### src/hw/rtl/tsp_pkg.sv
`timescale 1ns / 1ps
// ----------------------------------------------------------------------------
// tsp_pkg
// Shared constants, types and codes of the touch sample to pixel unit.
// ----------------------------------------------------------------------------
package tsp_pkg;

  // screen geometry and sample width, fixed by the field widths of the ports
  localparam int SCREEN_WIDTH  = 320;
  localparam int SCREEN_HEIGHT = 240;
  localparam int SAMPLE_BITS   = 10;

  // output field widths
  localparam int COL_BITS = 9;
  localparam int ROW_BITS = 8;

  // quotient bits: enough for the larger screen size itself
  localparam int MAX_SIZE  = (SCREEN_WIDTH > SCREEN_HEIGHT) ? SCREEN_WIDTH : SCREEN_HEIGHT;
  localparam int QUOT_BITS = $clog2(MAX_SIZE + 1);

  // product of screen size and sample offset
  localparam int PROD_BITS = SAMPLE_BITS + QUOT_BITS;

  // depth of each lane pipeline, from input transfer to lane result
  localparam int LANE_LATENCY = QUOT_BITS + 2;

  // configuration register indexes
  localparam int CFG_IDX_BITS = 2;
  localparam logic [CFG_IDX_BITS-1:0] CFG_X_LOW  = 2'd0;
  localparam logic [CFG_IDX_BITS-1:0] CFG_X_HIGH = 2'd1;
  localparam logic [CFG_IDX_BITS-1:0] CFG_Y_LOW  = 2'd2;
  localparam logic [CFG_IDX_BITS-1:0] CFG_Y_HIGH = 2'd3;

  // how an axis reading maps against its limits
  typedef enum logic [1:0] {
    SCALE_BELOW,
    SCALE_ABOVE,
    SCALE_ZERO_SPAN,
    SCALE_DIVIDE
  } scale_mode_t;

  // result of one axis lane
  typedef struct packed {
    logic [QUOT_BITS-1:0] value;
    logic                 fault;
  } lane_res_t;

endpackage

### src/hw/rtl/tsp_lane.sv
`timescale 1ns / 1ps
// ----------------------------------------------------------------------------
// tsp_lane
// One axis: limit compare, scaling by the screen size and a pipelined
// restoring divider that settles one quotient bit per stage.
// ----------------------------------------------------------------------------
module tsp_lane #(
  parameter int SIZE = 320
) (
  input  logic                             clk,
  input  logic                             adv,
  input  logic [tsp_pkg::SAMPLE_BITS-1:0]  raw,
  input  logic [tsp_pkg::SAMPLE_BITS-1:0]  low_limit,
  input  logic [tsp_pkg::SAMPLE_BITS-1:0]  high_limit,
  output tsp_pkg::lane_res_t               res
);

  localparam int SB = tsp_pkg::SAMPLE_BITS;
  localparam int QW = tsp_pkg::QUOT_BITS;
  localparam int PW = tsp_pkg::PROD_BITS;

  // first stage: offset, span and mode
  logic [SB-1:0]        diff;
  logic [SB-1:0]        span_a;
  tsp_pkg::scale_mode_t mode_a;
  tsp_pkg::scale_mode_t mode_sel;

  always_comb begin
    if (raw < low_limit) begin
      mode_sel = tsp_pkg::SCALE_BELOW;
    end else if (raw > high_limit) begin
      mode_sel = tsp_pkg::SCALE_ABOVE;
    end else if (high_limit == low_limit) begin
      mode_sel = tsp_pkg::SCALE_ZERO_SPAN;
    end else begin
      mode_sel = tsp_pkg::SCALE_DIVIDE;
    end
  end

  always_ff @(posedge clk) begin
    if (adv) begin
      diff   <= raw - low_limit;
      span_a <= high_limit - low_limit;
      mode_a <= mode_sel;
    end
  end

  // divider stage registers, index 0 holds the scaled dividend
  logic [PW-1:0]        rem  [0:QW];
  logic [QW-1:0]        quo  [0:QW];
  logic [SB-1:0]        span [0:QW];
  tsp_pkg::scale_mode_t mode [0:QW];

  // second stage: multiply offset by the screen size
  always_ff @(posedge clk) begin
    if (adv) begin
      rem[0]  <= PW'(diff) * PW'(SIZE);
      quo[0]  <= '0;
      span[0] <= span_a;
      mode[0] <= mode_a;
    end
  end

  // one trial subtract per stage, most significant quotient bit first
  for (genvar k = 0; k < QW; k++) begin : g_div
    localparam int J = QW - 1 - k;
    logic [PW-1:0] trial;
    logic          take;

    assign trial = PW'(span[k]) << J;
    assign take  = rem[k] >= trial;

    always_ff @(posedge clk) begin
      if (adv) begin
        rem[k+1]  <= take ? rem[k] - trial : rem[k];
        quo[k+1]  <= quo[k] | (take ? (QW'(1) << J) : '0);
        span[k+1] <= span[k];
        mode[k+1] <= mode[k];
      end
    end
  end

  // pick the lane result by mode
  always_comb begin
    res.fault = 1'b0;
    case (mode[QW])
      tsp_pkg::SCALE_BELOW: begin
        res.value = '0;
      end
      tsp_pkg::SCALE_ABOVE: begin
        res.value = QW'(SIZE - 1);
      end
      tsp_pkg::SCALE_ZERO_SPAN: begin
        res.value = '0;
        res.fault = 1'b1;
      end
      default: begin
        res.value = quo[QW];
      end
    endcase
  end

endmodule

### src/hw/rtl/tsp_merge.sv
`timescale 1ns / 1ps
// ----------------------------------------------------------------------------
// tsp_merge
// Combines the two axis lanes: inverts Y, joins the fault flags and holds
// the result in the output register that drives the master side.
// ----------------------------------------------------------------------------
module tsp_merge (
  input  logic               clk,
  input  logic               rst,
  input  logic               in_valid,
  input  tsp_pkg::lane_res_t x_res,
  input  tsp_pkg::lane_res_t y_res,
  output logic               adv,
  output logic               m_tvalid,
  input  logic               m_tready,
  output logic [23:0]        m_tdata,   // column[8:0], row[16:9], zero pad
  output logic [0:0]         m_tuser    // divide_fault
);

  localparam int QW = tsp_pkg::QUOT_BITS;
  localparam logic [QW:0] HEIGHT = (QW + 1)'(tsp_pkg::SCREEN_HEIGHT);

  logic [QW:0]                   row_full;
  logic [tsp_pkg::COL_BITS-1:0]  column;
  logic [tsp_pkg::ROW_BITS-1:0]  row;

  // pipeline moves whenever the output register is free or being drained
  assign adv = !m_tvalid || m_tready;

  // y inversion, row may reach the full height
  assign row_full = HEIGHT - {1'b0, y_res.value};
  assign row      = row_full[tsp_pkg::ROW_BITS-1:0];
  assign column   = x_res.value[tsp_pkg::COL_BITS-1:0];

  // output valid
  always_ff @(posedge clk) begin
    if (rst) begin
      m_tvalid <= 1'b0;
    end else if (adv) begin
      m_tvalid <= in_valid;
    end
  end

  // output payload
  always_ff @(posedge clk) begin
    if (adv) begin
      m_tdata <= {7'd0, row, column};
      m_tuser <= x_res.fault | y_res.fault;
    end
  end

endmodule

### src/hw/rtl/touch_sample_to_pixel_unit.sv
`timescale 1ns / 1ps
// ----------------------------------------------------------------------------
// touch_sample_to_pixel_unit
// Maps a raw touch-panel ADC pair to screen pixel coordinates with
// two-point calibration limits.
// ----------------------------------------------------------------------------
// The unit takes one sample transfer per cycle and gives one result per
// sample once that sample has passed the limit compare and scaling stages,
// 9 divider stages and the output register. X and Y run in two lanes
// side by side, each with its own pipelined divider of one quotient bit per
// stage; those divider stages set the latency. A stall on the master side
// holds the whole pipeline and drops s_tready. Calibration limits reset to
// zero and should be written while no sample is in flight.
// ----------------------------------------------------------------------------
module touch_sample_to_pixel_unit (
  input  logic                                clk,
  input  logic                                rst,
  // configuration writes
  input  logic                                cfg_we,
  input  logic [tsp_pkg::CFG_IDX_BITS-1:0]    cfg_index,
  input  logic [tsp_pkg::SAMPLE_BITS-1:0]     cfg_data,
  // sample input
  input  logic                                s_tvalid,
  output logic                                s_tready,
  input  logic [23:0]                         s_tdata,   // raw_x[9:0], raw_y[19:10], zero pad
  // pixel output
  output logic                                m_tvalid,
  input  logic                                m_tready,
  output logic [23:0]                         m_tdata,   // column[8:0], row[16:9], zero pad
  output logic [0:0]                          m_tuser    // divide_fault
);

  localparam int SB  = tsp_pkg::SAMPLE_BITS;
  localparam int LAT = tsp_pkg::LANE_LATENCY;

  logic [SB-1:0] x_low_limit;
  logic [SB-1:0] x_high_limit;
  logic [SB-1:0] y_low_limit;
  logic [SB-1:0] y_high_limit;

  logic               adv;
  logic [LAT-1:0]     vld;
  tsp_pkg::lane_res_t x_res;
  tsp_pkg::lane_res_t y_res;

  // calibration registers
  always_ff @(posedge clk) begin
    if (rst) begin
      x_low_limit  <= '0;
      x_high_limit <= '0;
      y_low_limit  <= '0;
      y_high_limit <= '0;
    end else if (cfg_we) begin
      case (cfg_index)
        tsp_pkg::CFG_X_LOW:  x_low_limit  <= cfg_data;
        tsp_pkg::CFG_X_HIGH: x_high_limit <= cfg_data;
        tsp_pkg::CFG_Y_LOW:  y_low_limit  <= cfg_data;
        tsp_pkg::CFG_Y_HIGH: y_high_limit <= cfg_data;
        default: ;
      endcase
    end
  end

  assign s_tready = adv;

  // valid bits that travel alongside the lane stages
  always_ff @(posedge clk) begin
    if (rst) begin
      vld <= '0;
    end else if (adv) begin
      vld <= {vld[LAT-2:0], s_tvalid};
    end
  end

  // x lane
  tsp_lane #(
    .SIZE (tsp_pkg::SCREEN_WIDTH)
  ) u_lane_x (
    .clk        (clk),
    .adv        (adv),
    .raw        (s_tdata[SB-1:0]),
    .low_limit  (x_low_limit),
    .high_limit (x_high_limit),
    .res        (x_res)
  );

  // y lane
  tsp_lane #(
    .SIZE (tsp_pkg::SCREEN_HEIGHT)
  ) u_lane_y (
    .clk        (clk),
    .adv        (adv),
    .raw        (s_tdata[2*SB-1:SB]),
    .low_limit  (y_low_limit),
    .high_limit (y_high_limit),
    .res        (y_res)
  );

  // merge and output register
  tsp_merge u_merge (
    .clk      (clk),
    .rst      (rst),
    .in_valid (vld[LAT-1]),
    .x_res    (x_res),
    .y_res    (y_res),
    .adv      (adv),
    .m_tvalid (m_tvalid),
    .m_tready (m_tready),
    .m_tdata  (m_tdata),
    .m_tuser  (m_tuser)
  );

endmodule

### config.mk
export PLATFORM = sky130hd
export DESIGN_NAME = touch_sample_to_pixel_unit
export DESIGN_NICKNAME = d
export VERILOG_FILES = /design/src/hw/rtl/tsp_pkg.sv /design/src/hw/rtl/tsp_lane.sv /design/src/hw/rtl/tsp_merge.sv /design/src/hw/rtl/touch_sample_to_pixel_unit.sv
export SDC_FILE = /design/constraint.sdc
export NUM_CORES = 1
export LEC_CHECK = 0
export BUFFER_PORTS_ARGS = -buffer_cell sky130_fd_sc_hd__buf_2
export CAP_MARGIN = 20
export CORE_MARGIN = 4
export CORE_UTILIZATION = 30
export DETAILED_ROUTE_END_ITERATION = 10
export GPL_TIMING_DRIVEN = 0
export RECOVER_POWER = 25
export SYNTH_ARGS = -nofsm -noshare
export SYNTH_HDL_FRONTEND = slang
export SYNTH_SLANG_ARGS = --single-unit
### constraint.sdc
create_clock -name clk -period 36.2 [get_ports clk]
set_input_delay 9.05 -clock clk [delete_from_list [all_inputs] [get_ports clk]]
set_output_delay 9.05 -clock clk [all_outputs]
set_load 0.01 [all_outputs]
-- Word level (Yosys, flattened, before mapping)
Memories as Yosys holds them, arrays and structs flattened.
Cells that the tools add are included.
- register bits after elaboration: 114
- memories kept: 8
- memory bits (writable): 800
- input bits: 41
- logic and storage cells: 158
- memories (memory ; depth ; bits a word ; rd ports ; clocked after Yosys merged registers in ; write ports ; RTL line ; text):
    u_lane_x.rem ; 10 ; 19 ; 9 ; 0 ; 10 ; tsp_lane.sv:49 ; logic [PW-1:0] rem [0:QW];
    u_lane_y.rem ; 10 ; 19 ; 9 ; 0 ; 10 ; tsp_lane.sv:49 ;
    u_lane_x.span ; 10 ; 10 ; 9 ; 0 ; 10 ; tsp_lane.sv:51 ; logic [SB-1:0] span [0:QW];
    u_lane_y.span ; 10 ; 10 ; 9 ; 0 ; 10 ; tsp_lane.sv:51 ;
    u_lane_x.quo ; 10 ; 9 ; 10 ; 0 ; 10 ; tsp_lane.sv:50 ; logic [QW-1:0] quo [0:QW];
    u_lane_y.quo ; 10 ; 9 ; 10 ; 0 ; 10 ; tsp_lane.sv:50 ;
    2 more memories ; n/a ; n/a ; n/a ; n/a ; n/a ; n/a ;
- $lt $le $gt $ge: 22
- reduce and logical (&&, ||, !) cells: 13
- multiplexer cells: 46
- add/sub/neg operators: 23
- eq/ne operators: 9
- bitwise gates (word level): 19
- multipliers: 2
- operator list (cell ; number):
    19-bit 2-to-1 mux ; 18
    9-bit bitwise OR ; 18
    10-bit subtractor ; 4
    19-bit by 10-bit >= comparator with 1-bit output ; 2
    19-bit by 11-bit >= comparator with 1-bit output ; 2
    19-bit by 12-bit >= comparator with 1-bit output ; 2
    19-bit by 13-bit >= comparator with 1-bit output ; 2
    19-bit by 14-bit >= comparator with 1-bit output ; 2
    19-bit by 15-bit >= comparator with 1-bit output ; 2
    19-bit by 16-bit >= comparator with 1-bit output ; 2
    19-bit by 17-bit >= comparator with 1-bit output ; 2
    19-bit by 18-bit >= comparator with 1-bit output ; 2
    19-bit by 10-bit subtractor with 19-bit output ; 2
    19-bit by 11-bit subtractor with 19-bit output ; 2
    19-bit by 12-bit subtractor with 19-bit output ; 2
    19-bit by 13-bit subtractor with 19-bit output ; 2
    19-bit by 14-bit subtractor with 19-bit output ; 2
    19-bit by 15-bit subtractor with 19-bit output ; 2
    19-bit by 16-bit subtractor with 19-bit output ; 2
    19-bit by 17-bit subtractor with 19-bit output ; 2
    19-bit by 18-bit subtractor with 19-bit output ; 2
    10-bit equality test ; 2
    10-bit greater-than comparator ; 2
    10-bit < comparator ; 2
    other kinds (22) ; 52

-- Depth between registers and ports, before layout
An unclocked memory read counts as a cell.
- depth after elaboration: 5
- mapped depth: 12

-- Modules after synthesis
Synthesis repeated with hierarchy kept, for this count alone.
- cells, all modules: 3007
- area total of the unflattened synthesis: 36406.2 um^2
- modules (own cells, without submodules) (module ; area each (um^2) ; cells each ; times used):
    tsp_lane (u_lane_y) ; 17252.8 ; 1435 ; 1
    tsp_lane (u_lane_x) ; 16413.2 ; 1344 ; 1
    touch_sample_to_pixel_unit ; 1990.7 ; 180 ; 1
    tsp_merge ; 749.5 ; 48 ; 1

-- Worst setup path after synthesis
Ideal clock, no wire load.
- path type: input port to output port
- from: in m_tready
- to: out s_tready
- buffers on the path: 1
- cell stages on the path: 3
- arrival: 26.581 ns
- data required time: 27.150 ns
- path slack: 0.569 ns
- path through: nor2b_1 inv_1 clkbuf_1
- word-level cells in the longest chain between the ends: 1
- RTL lines (item ; RTL line ; text):
    from (decl) ; touch_sample_to_pixel_unit.sv:28 ; input logic m_tready,
    1-bit logical OR ; tsp_merge.sv:28 ; assign adv = !m_tvalid || m_tready;
    to (decl) ; touch_sample_to_pixel_unit.sv:24 ; output logic s_tready,
Every way passes these cells.

-- Worst setup path in the final report
Ends and elaborated chain as after synthesis.

==> metrics.md <==
| Metric | Value |
|---|---|
| Run status | finished clean |
| Pre-CTS setup slack | 16.36 ns |
| Antenna violations before repair | 0 |
| HP Class | reg2reg |
| Startpoint class of the critical path | input port |
| Fin util | 34.3% |
| Post-Synth Simple-Gate Area | 10.8% |
| Initial DRC Count | 977 |
| ANT nets after route | 0 |
| Syn Std Cell Area | 0.0356 sq mm |
| TritonCTS buffer count | 72 |
| Portion of netlist area occupied by mux cells | 1.34% |
| CTS Sinks | 687 |
| RSZ-0062 raised after global routing | no |
| DP Wirelength | 45.9 mm |
| Ports | 68 |
| Maxcap violations | 0 |
| Clock transition at path regs | 0.06 ns |
| Port-buffer cells | 53 |
| Tcrit/Tclk final | 54.8% |
| Initial Util | 30.2% |
| Leak Pwr | 0.0159 uW |
| Required @ worst endpoint | 27.15 ns |
| F_max | 50.4 MHz |
| CTS H-tree lvls | 3 |
| Share of cells above drive strength 1 | 7.42% |
| Vias in the first global route | 21.4k |
| Worst setup EP type | output pin |
| Routed vias | 21.6k |
| Pwr Total | 3550 uW |
| Worst slew pin tran | 0.910 ns |
| Total track usage | 9.87% |
| Pins Over Slew Limit | 0 |
| Slew headroom | 39.2% |
| Min Tclk post-route | 19.83 ns |
| Final net count | 3514 |
| Largest net degree at the start of global routing | 72 |
| EDFF count, synth | 635 |
| Largest family of logic cells by synthesized area | adder cells |
| Die outline height | 353 um |
| Global route overflow | 0 |
| Area delta synth->final | 13.6% |
| Avg WL per Cell | 12.9 um |
| Register area share after synthesis | 56.4% |
| Synth Instances | 3021 |
| Drt pass-1 iters | 5 |
| Die outline width | 353 um |
| Core area | 0.118 sq mm |
| First-pass GRT wire length | 104 mm |
| Synth Area in Compound Gates | 10.6% |
| Routability cong. | 0.815 |
| XOR/XNOR Fraction of Synth Area | 5.26% |
| CP arrival | 10.78 ns |
| Worst-path fanout max | 71 |
| Cts hold-fix bufs | 0 |
| Yosys warns | 0 |
| Max Clock Skew | 0.0172 ns |
| Main synth FF type | edfxtp_1 |
| Maximum vdd ir drop | 0.0418 mV |
| Post-CTS sizing | 0 |
| Hold Fails Final Rpt | 0 |
| Clock root cell | clkbuf_16 |
| Setup CP Type | in2out |
| ANT cells | 0 |
| FFs w/ async S/R, synth | 0% |
| Power Density | 87.8 mW/mm^2 |
| WL final | 61.6 mm |
| Yosys reg bits | 687 |
| Drt drc | 0 |
| CTS tree | yes |
| Core Rows | 126 |
| Vias per inst | 4.53 |
| Synth unique cells | 79 |
| Final setup margin | 16.37 ns |
| Post CTS Setup Buffer Count | 0 |
| Clk_lat worst skew | 0.62 ns |
| Final setup fails | 0 |
| Syn Area/Cell | 11.8 sq um |
| Post-Synth Adder-Cell Area | 11.6% |
| Die ar. | 0.124 sq mm |
| Clock Tree Buf Depth | 3 |
## kinds of logic after synthesis
kind of cell	after synthesis
compound gates	611
buf+inv	367
flops	687
mux	44
other cells	1
xor+xnor	214
simple gates	789
fa+ha+maj	308
## area by class of cell
| type | instances | area (sq um) |
|---|---|---|
| Clock buffer | 92 | 1940 |
| Fill cell | 11500 | 77400 |
| Clock inverter | 38 | 413 |
| Buffer | 49 | 240 |
| Timing Repair Buffer | 64 | 546 |
| Multi-Input combinational cell | 1973 | 14100 |
| Tap cell | 1536 | 1920 |
| Inverter | 318 | 1190 |
| Sequential cell | 687 | 20100 |
## state kept, by name, indices dropped and copies added (netlist names), 11 cells and up
signal,cells
u_lane_x.quo,45
u_lane_y.rem,140
vld,11
u_lane_y.quo,36
u_lane_x.span,90
u_lane_x.rem,132
u_lane_y.span,90
u_merge.m_tdata,17
u_lane_y.mode,20
u_lane_x.mode,20
## worst max-delay path, cell delays in order
cell      delay [ns]
buf_2           0.07
nor2b_1         0.06
inv_1           0.10
clkbuf_4        0.49
buf_16          0.34
buf_16          0.33
buf_2           0.21
## metrics by stage
step	std cells	TNS, ns	hold WS [ns]	cell area (sq um)
finish	4757	0	0.407	40500
global route	4757	0	0.416	40500
CTS	4757	0	0.404	40500
detailed placement	4627	0	0.405	38100
global placement	4616	-7.51	0.401	37800
floorplan	3027	0	0.400	35700
## placed cells by master, fill, tap and decap left out, drive strengths merged, types with 17 or more instances in the layout
cell type	count
mux2	31
buf	79
nand3	39
nor2b	52
nor2	181
dfxtp	52
clkbuf	126
xnor2	103
inv	320
a211oi	25
xor2	111
nor4	34
o31ai	25
a21oi	199
o21a	50
edfxtp	635
nand2	247
nand2b	56
clkinv	27
a21o	43
nor3	63
nand4	27
or3	17
o21ai	167
fa	38
ha	270
## Yosys cell counts (7+ instances only)
master	count	share of area (%)
a211oi_1	25	0.53
a21o_1	43	0.91
a21oi_1	199	2.8
a31oi_1	11	0.19
and2_1	11	0.19
and3_1	12	0.21
buf_4	7	0.15
clkbuf_1	34	0.36
dfxtp_1	52	2.9
edfxtp_1	635	54
fa_1	38	2.1
ha_1	270	9.5
inv_1	316	3.3
mux2_2	31	0.98
mux2i_1	13	0.37
nand2_1	247	2.6
nand2b_1	56	0.98
nand3_1	39	0.55
nand4_1	27	0.47
nand4b_1	8	0.20
nor2_1	181	1.9
nor2b_1	52	0.91
nor3_1	63	0.88
nor3b_1	7	0.15
nor4_1	34	0.60
o211ai_1	13	0.27
o21a_1	50	1.1
o21ai_0	165	2.3
o21bai_1	10	0.21
o31a_1	12	0.29
o31ai_1	25	0.53
or2_2	10	0.18
or3_1	16	0.28
or4_1	8	0.17
xnor2_1	103	2.5
xor2_1	111	2.7
## per-layer routing
metal	part of all wire (%)	GRT usage, %	vias up
li1	-	-	11200
met1	46	12.7	9967
met2	47	16.8	280
met3	3.3	1.88	116
met4	2.9	3.19	0
met5	0	0	-
## worst paths after layout
| path | startpoint | cells after the start | to | slack, ns |
|---|---|---|---|---|
| max reg2reg | u_merge.m_tvalid | 10 | u_lane_x.quo[8][2] | 32.42 |
| min | u_lane_y.quo[3][7] | 0 | u_lane_y.quo[4][7] | 0.41 |
| min reg2reg | u_lane_y.quo[3][7] | 0 | u_lane_y.quo[4][7] | 0.41 |
| max | m_tready | 7 | s_tready | 16.37 |
## power by group
group	switching [uW]	internal [uW]
clock network	303	432
logic	767	654
registers	144	1250
total	1210	2340
No activity file was read; power rests on OpenSTA's default activity.
